## src/hdl/mpct_pkg.sv

```systemverilog
// Shared types, constants and helper functions for the cursor tracker.
// No dependencies.
package mpct_pkg;

  typedef logic [8:0] pos_t;
  typedef logic [2:0] btn_t;
  typedef logic [7:0] byte_t;
  typedef logic [1:0] cfg_idx_t;

  localparam cfg_idx_t CFG_UPDATE_ENABLE = 2'd0;
  localparam cfg_idx_t CFG_X_LIMIT       = 2'd1;
  localparam cfg_idx_t CFG_Y_LIMIT       = 2'd2;

  localparam pos_t X_LIMIT_RST = 9'd319;
  localparam pos_t Y_LIMIT_RST = 9'd199;
  localparam pos_t POS_X_RST   = 9'd160;
  localparam pos_t POS_Y_RST   = 9'd100;

  typedef struct packed {
    logic update_enable;
    pos_t x_limit;
    pos_t y_limit;
  } cfg_t;

  typedef struct packed {
    logic  aux_ready;
    byte_t data_byte;
  } item_t;

  typedef struct packed {
    pos_t cursor_x;
    pos_t cursor_y;
    btn_t buttons;
    logic packet_done;
  } result_t;

  // Signed byte divided by two, truncating toward zero.
  function automatic logic signed [6:0] half_delta(input byte_t b);
    logic signed [8:0] v;
    v = $signed({b[7], b}) + $signed({8'd0, b[7]});
    return v[7:1];
  endfunction

  function automatic pos_t clamp_pos(input logic signed [10:0] v, input pos_t limit);
    pos_t res;
    if (v < 0) begin
      res = '0;
    end else if (v[9:0] > {1'b0, limit}) begin
      res = limit;
    end else begin
      res = v[8:0];
    end
    return res;
  endfunction

endpackage

```

## src/hdl/mpct_cfg_regs.sv

```systemverilog
// Configuration registers of the cursor tracker.
// Depends on mpct_pkg.
module mpct_cfg_regs
  import mpct_pkg::*;
(
  input  logic     clk,
  input  logic     rst_n,
  input  logic     cfg_we,
  input  cfg_idx_t cfg_index,
  input  pos_t     cfg_wdata,
  output cfg_t     cfg
);

  cfg_t cfg_r;

  always_ff @(posedge clk) begin
    if (!rst_n) begin
      cfg_r.update_enable <= 1'b0;
      cfg_r.x_limit       <= X_LIMIT_RST;
      cfg_r.y_limit       <= Y_LIMIT_RST;
    end else if (cfg_we) begin
      unique case (cfg_index)
        CFG_UPDATE_ENABLE: cfg_r.update_enable <= cfg_wdata[0];
        CFG_X_LIMIT:       cfg_r.x_limit       <= cfg_wdata;
        CFG_Y_LIMIT:       cfg_r.y_limit       <= cfg_wdata;
        default: begin
        end
      endcase
    end
  end

  assign cfg = cfg_r;

endmodule

```

## src/hdl/mpct_in_stage.sv

```systemverilog
// Input register stage of the cursor tracker.
// Depends on mpct_pkg.
module mpct_in_stage
  import mpct_pkg::*;
(
  input  logic  clk,
  input  logic  rst_n,
  input  logic  in_valid,
  output logic  in_ready,
  input  logic  in_aux_ready,
  input  byte_t in_data_byte,
  input  logic  advance,
  output logic  s1_valid,
  output item_t s1_item
);

  logic  s1_valid_r;
  item_t s1_item_r;

  assign in_ready = !s1_valid_r || advance;

  always_ff @(posedge clk) begin
    if (!rst_n) begin
      s1_valid_r <= 1'b0;
    end else if (in_ready) begin
      s1_valid_r <= in_valid;
    end
  end

  always_ff @(posedge clk) begin
    if (in_valid && in_ready) begin
      s1_item_r.aux_ready <= in_aux_ready;
      s1_item_r.data_byte <= in_data_byte;
    end
  end

  assign s1_valid = s1_valid_r;
  assign s1_item  = s1_item_r;

endmodule

```

## src/hdl/mpct_track.sv

```systemverilog
// Packet assembly and cursor state update of the cursor tracker.
// Depends on mpct_pkg.
module mpct_track
  import mpct_pkg::*;
(
  input  logic    clk,
  input  logic    rst_n,
  input  logic    fire,
  input  item_t   item,
  input  cfg_t    cfg,
  output result_t res_nxt
);

  typedef enum logic [1:0] {
    PH_FIRST,
    PH_SECOND,
    PH_THIRD
  } phase_t;

  phase_t phase_r, phase_nxt;
  byte_t  first_r, first_nxt;
  byte_t  second_r, second_nxt;
  pos_t   pos_x_r, pos_x_nxt;
  pos_t   pos_y_r, pos_y_nxt;
  btn_t   btn_r, btn_nxt;
  logic   done;
  logic signed [10:0] nx;
  logic signed [10:0] ny;

  always_comb begin
    phase_nxt  = phase_r;
    first_nxt  = first_r;
    second_nxt = second_r;
    pos_x_nxt  = pos_x_r;
    pos_y_nxt  = pos_y_r;
    btn_nxt    = btn_r;
    done       = 1'b0;
    nx = $signed({2'b00, pos_x_r}) + 11'(half_delta(second_r));
    ny = $signed({2'b00, pos_y_r}) - 11'(half_delta(item.data_byte));
    if (item.aux_ready) begin
      unique case (phase_r)
        PH_FIRST: begin
          first_nxt = item.data_byte;
          phase_nxt = PH_SECOND;
        end
        PH_SECOND: begin
          second_nxt = item.data_byte;
          phase_nxt  = PH_THIRD;
        end
        PH_THIRD: begin
          phase_nxt = PH_FIRST;
          done      = 1'b1;
          if (cfg.update_enable) begin
            btn_nxt   = first_r[2:0];
            pos_x_nxt = clamp_pos(nx, cfg.x_limit);
            pos_y_nxt = clamp_pos(ny, cfg.y_limit);
          end
        end
        default: begin
          phase_nxt = PH_FIRST;
        end
      endcase
    end
  end

  always_ff @(posedge clk) begin
    if (!rst_n) begin
      phase_r <= PH_FIRST;
      pos_x_r <= POS_X_RST;
      pos_y_r <= POS_Y_RST;
      btn_r   <= '0;
    end else if (fire) begin
      phase_r <= phase_nxt;
      pos_x_r <= pos_x_nxt;
      pos_y_r <= pos_y_nxt;
      btn_r   <= btn_nxt;
    end
  end

  always_ff @(posedge clk) begin
    if (fire) begin
      first_r  <= first_nxt;
      second_r <= second_nxt;
    end
  end

  assign res_nxt.cursor_x    = pos_x_nxt;
  assign res_nxt.cursor_y    = pos_y_nxt;
  assign res_nxt.buttons     = btn_nxt;
  assign res_nxt.packet_done = done;

endmodule

```

## src/hdl/mouse_packet_cursor_tracker_unit.sv

```systemverilog
// Channel  Handshake              Payload
// in       in_valid / in_ready    in_aux_ready, in_data_byte
// out      out_valid / out_ready  out_cursor_x, out_cursor_y, out_buttons, out_packet_done
// cfg      cfg_we                 cfg_index, cfg_wdata
//
// One byte per cycle sustained while out_ready stays high; a byte's result reaches the
// outputs through the input register, then the state update and result register.
// Reset (rst_n low, synchronous) empties both registers, restores position 160/100,
// limits 319/199, buttons 0 and updates disabled.
// A stalled result holds in the output register; the input register still takes
// one more transaction, then in_ready drops until out_ready returns.
// Depends on mpct_pkg, mpct_cfg_regs, mpct_in_stage, mpct_track.
module mouse_packet_cursor_tracker_unit
  import mpct_pkg::*;
(
  input  logic     clk,
  input  logic     rst_n,
  input  logic     in_valid,
  output logic     in_ready,
  input  logic     in_aux_ready,
  input  byte_t    in_data_byte,
  output logic     out_valid,
  input  logic     out_ready,
  output pos_t     out_cursor_x,
  output pos_t     out_cursor_y,
  output btn_t     out_buttons,
  output logic     out_packet_done,
  input  logic     cfg_we,
  input  cfg_idx_t cfg_index,
  input  pos_t     cfg_wdata
);

  cfg_t    cfg;
  logic    s1_valid;
  item_t   s1_item;
  logic    advance;
  result_t res_nxt;
  result_t res_r;
  logic    out_valid_r;

  assign advance = s1_valid && (!out_valid_r || out_ready);

  mpct_cfg_regs u_cfg (
    .clk       (clk),
    .rst_n     (rst_n),
    .cfg_we    (cfg_we),
    .cfg_index (cfg_index),
    .cfg_wdata (cfg_wdata),
    .cfg       (cfg)
  );

  mpct_in_stage u_in (
    .clk          (clk),
    .rst_n        (rst_n),
    .in_valid     (in_valid),
    .in_ready     (in_ready),
    .in_aux_ready (in_aux_ready),
    .in_data_byte (in_data_byte),
    .advance      (advance),
    .s1_valid     (s1_valid),
    .s1_item      (s1_item)
  );

  mpct_track u_track (
    .clk     (clk),
    .rst_n   (rst_n),
    .fire    (advance),
    .item    (s1_item),
    .cfg     (cfg),
    .res_nxt (res_nxt)
  );

  always_ff @(posedge clk) begin
    if (!rst_n) begin
      out_valid_r <= 1'b0;
    end else if (advance) begin
      out_valid_r <= 1'b1;
    end else if (out_ready) begin
      out_valid_r <= 1'b0;
    end
  end

  always_ff @(posedge clk) begin
    if (advance) begin
      res_r <= res_nxt;
    end
  end

  assign out_valid       = out_valid_r;
  assign out_cursor_x    = res_r.cursor_x;
  assign out_cursor_y    = res_r.cursor_y;
  assign out_buttons     = res_r.buttons;
  assign out_packet_done = res_r.packet_done;

endmodule

```

## config.mk

```make
export PLATFORM = sky130hd
export DESIGN_NAME = mouse_packet_cursor_tracker_unit
export DESIGN_NICKNAME = d
export VERILOG_FILES = /design/src/hdl/mpct_pkg.sv /design/src/hdl/mpct_cfg_regs.sv /design/src/hdl/mpct_in_stage.sv /design/src/hdl/mpct_track.sv /design/src/hdl/mouse_packet_cursor_tracker_unit.sv
export SDC_FILE = /design/constraint.sdc
export NUM_CORES = 1
export LEC_CHECK = 0
export BUFFER_PORTS_ARGS = -buffer_cell sky130_fd_sc_hd__buf_4
export CAP_MARGIN = 20
export CORE_ASPECT_RATIO = 0.6
export CORE_MARGIN = 2
export CORE_UTILIZATION = 25
export DETAILED_ROUTE_END_ITERATION = 6
export GPL_TIMING_DRIVEN = 1
export HOLD_SLACK_MARGIN = 0.1
export MAX_ROUTING_LAYER = met4
export PLACE_DENSITY = 0.4
export SYNTH_ARGS = -nofsm -noshare
export SYNTH_HDL_FRONTEND = slang
export SYNTH_SLANG_ARGS = --single-unit
export TNS_END_PERCENT = 5
```

## constraint.sdc

```tcl
create_clock -name clk -period 3.6 [get_ports clk]
set_input_delay 0.72 -clock clk [delete_from_list [all_inputs] [get_ports clk]]
set_output_delay 0.72 -clock clk [all_outputs]
set_load 0.05 [all_outputs]
```

==> impl_results.md <==
* H-tree levels at 3
* Worst reg2reg path startpoint: u_in.s1_item[7]
* Achievable frequency at about 0.25 GHz
* Post-synth EDFFs at 42
* Congestion Overflow GR at 0
* Antenna Nets Post-Route at 0
* FFs w/ async S/R, synth at 0%
* Pwr/cell area at around 400 mW/mm²
* Library cells used by synthesis at 48
* RSZ-0062 raised after global routing: yes
* Seq/Total Area, Yosys at about 45%
* Cts bufs inserted at 9
* Number of max-cap violations at 0
* Reg-to-reg endpoint: out_cursor_y[2]
* Hold path start: u_track.pos_y_r[0]
* Starting Density at about a quarter
* Worst Slack Setup Final at -0.4538 ns
* Post-DP HPWL at about 11000 µm
* Mean Syn Cell Area at roughly 10 µm²
* Reg2reg path depth at 20
* Clock latency on the worst-skew pair at ~0.35 ns
* Clk root buf: clkbuf_16
* Hold/Removal Path Class: flop to flop
* Failing checks: setup timing
* Status: finished, violations left
* P_leak at about 2.8 nW
* Critical path data arrival time at about 4.2 ns
* Ys flop type: dfxtp_1
* Final hold slack at approximately 0.5 ns
* Vias per cell at about 4.6
* Final setup vio count at 36
* Port Buf Inserts at 48
* Syn. warnings at 0
* GR Util All Layers at between 10% and 20%
* Fin crit period at between 4 and 5 ns
* GP Congestion at about 0.86
* Layout fillers at approximately 1900
* WHS Path Cells at 2
* Wire per inst at between 15 and 20 µm
* Clock tree buffer depth at 2
* # rows at 38
* VDD IR max at approximately 210 µV
* WL final at around 14000 µm
* Vias in the first global route at 3700
* First-pass GRT wire length at roughly 22000 µm
* CP Max Fanout at 5
* Total Power at roughly 2.7 mW
* Top Ports at between 40 and 50
* Die area at just over 0.02 mm²
* Mapped cell area at 0.004750 mm²
* Total vias in the final route at 3898
* Final Hold Viols at 0
* Area grow syn2layout at 42.12%
* Nets@finish at approximately 680
* Finished Core Util at between 30 and 40%
* CTS clk-pin slew, worst paths at approximately 0.06 ns
* Layout cell share with drive strength beyond 1 at 33.50%
* Die width at 181.9 µm
* Die height at 110.8 µm
* Flop-to-flop setup slack at -0.45 ns
* Detailed Routing Iterations Pass 1 at 4
* Worst slew margin at ~40%
* Core area at about 0.018 mm²
* CP Class: flop to flop
* Hold Path Sink: u_track.pos_y_r[0]
* Worst Path Required at around 3.7 ns
* Synthesized net count at ~550
* Gate Count Post-Synth at ~480
* Ant. Diodes at 0
* Antenna violations before repair at 0
* Yosys reg bits at 86
* Initial drt markers at about 260
* Clock sink count at 86
* Cts hold-fix bufs at 0
* Fin crit share at 112.6%
* Largest net degree at the start of global routing at 35
* Slew @ Worst Pin at between 0.9 and 1 ns
* CP endpoint kind: flop
* Skew final at around 0.0077 ns
* Final Max Tran Viols at 0
* DRC at 0
* CTS tree: built
* CP startpoint kind: flop
[state kept, by name, summed over array words and instances, names as in the netlist]
| register | count |
|---|---|
| u_track.second_r | 8 |
| u_track.pos_y_r | 9 |
| out_valid | 1 |
| out_cursor_x | 9 |
| u_in.s1_valid | 1 |
| out_packet_done | 1 |
| u_track.phase_r | 2 |
| u_track.first_r | 3 |
| out_buttons | 3 |
| u_track.btn_r | 3 |
| u_cfg.cfg | 19 |
| u_in.s1_item | 9 |
| out_cursor_y | 9 |
| u_track.pos_x_r | 9 |
[synth_stat cells (2+ instances only)]
library cell,count,area (µm²)
a21boi_0,6,45.04
a21o_1,5,37.54
a21oi_1,16,80.08
and2_1,4,25.02
and3_1,2,12.51
and3b_1,3,26.28
clkbuf_1,11,41.29
dfxtp_1,44,880.8
edfxtp_1,42,1261
fa_1,2,40.04
ha_1,41,513.0
inv_1,30,112.6
mux2_2,3,33.78
mux2i_1,22,220.2
nand2_1,81,304.0
nand3_1,20,100.1
nand3b_1,2,15.01
nor2_1,13,48.80
nor2b_1,14,87.58
nor3_1,2,10.01
nor3b_1,2,15.01
o2111ai_1,2,17.52
o211ai_1,17,127.6
o21a_1,7,52.55
o21ai_0,28,140.1
o21ai_1,12,60.06
o21bai_1,3,22.52
o31a_1,2,17.52
o31ai_1,2,15.01
xnor2_1,13,113.9
xor2_1,13,113.9
[worst max-delay path by stage]
stage                   startpoint               to  slack (ns)  cells after the start
3_3_place_gp   u_track.second_r[7]  out_cursor_x[1]       -0.66                     16
6_report           u_in.s1_item[7]  out_cursor_y[2]       -0.45                     20
2_1_floorplan  u_track.second_r[7]  out_cursor_x[5]       -0.05                     16
5_1_grt            u_in.s1_item[7]  out_cursor_y[2]       -0.66                     20
3_5_place_dp   u_track.second_r[7]  out_cursor_x[2]       -0.65                     16
4_1_cts        u_track.second_r[7]  out_cursor_x[1]       -0.49                     16
[cell usage in the layout (no fill, tap or decap), types with 3 or more instances in the layout]
cell	n
a21boi_0	6
a21o_1	5
a21oi_1	13
a21oi_2	3
and3b_1	3
buf_4	124
bufinv_16	4
clkbuf_16	10
dfxtp_1	44
edfxtp_1	42
ha_1	37
ha_4	4
inv_1	30
mux2_2	3
mux2i_1	5
mux2i_2	6
mux2i_4	11
nand2_1	81
nand3_1	18
nor2_1	11
nor2b_1	11
o211ai_1	17
o21a_1	6
o21ai_0	7
o21ai_1	26
o21ai_2	7
xnor2_1	10
xnor2_2	3
xor2_1	8
xor2_2	5
[where the power goes]
part	internal (mW)	total, mW	switching (mW)
Sequential	1.05	1.07	0.0208
Combinational	0.233	0.463	0.230
Clock	0.749	1.14	0.392
Total	2.03	2.68	0.643
[what timing repair did]
action	4_1_cts	5_1_grt
pin swaps	24	22
gates cloned	1	0
setup buffers	3	6
resized for setup	50	44
setup endpoints to repair	36	36
[kinds of logic after synthesis]
kind of cell,Yosys count,share of synthesized area (%)
buffers and inverters,43,3.635
adders and majority gates,43,11.64
DFF,86,45.10
xor gates and xnor gates,26,4.795
muxes,25,5.348
AOI/OAI and AO/OA,108,14.70
and+or+nand+nor,150,14.78
[metal layers]
metal | vias up | wire, µm | global-route usage [%]
met2 | 77 | 5401 | 18.75
met4 | 0 | 102 | 2.796
met1 | 1850 | 8026 | 22.66
met5 | - | 0 | -
li1 | 1964 | - | -
met3 | 7 | 608 | 3.778
[layout make-up]
| class | count | area (µm²) | area share, % |
|---|---|---|---|
| Multi-Input combinational cell | 352 | 2834 | 41.98 |
| Sequential cell | 86 | 2142 | 31.73 |
| Clock buffer | 10 | 229.0 | 3.392 |
| Inverter | 30 | 112.6 | 1.668 |
| Timing Repair Buffer | 128 | 998.5 | 14.79 |
| Clock inverter | 6 | 133.9 | 1.983 |
| Tap cell | 240 | 300.3 | 4.449 |
[through the flow]
step	setup slack, ns	instances	setup TNS [ns]	area [µm²]
finish	-0.4538	852	-10.28	6750
global route	-0.6638	852	-18.69	6750
CTS	-0.4863	846	-10.65	6518
detailed placement	-0.6514	826	-14.36	5904
global placement	-0.6620	826	-12.77	5904
floorplan	-0.04835	481	-0.5736	4763
[worst max-delay path, cell delays in order (launching register included)]
cell,delay (ns)
edfxtp_1,0.39
and2_4,0.19
ha_4,0.16
xor2_2,0.17
inv_1,0.07
ha_1,0.30
nor2b_4,0.13
o31a_1,0.31
o21a_1,0.21
nor2_2,0.15
xnor2_2,0.10
ha_1,0.32
nand4_1,0.13
o32a_1,0.31
o31ai_1,0.07
o31ai_1,0.13
buf_4,0.19
buf_6,0.14
mux2i_1,0.15
buf_4,0.16
o21ai_2,0.05
Power figures use the tool's default switching activity.
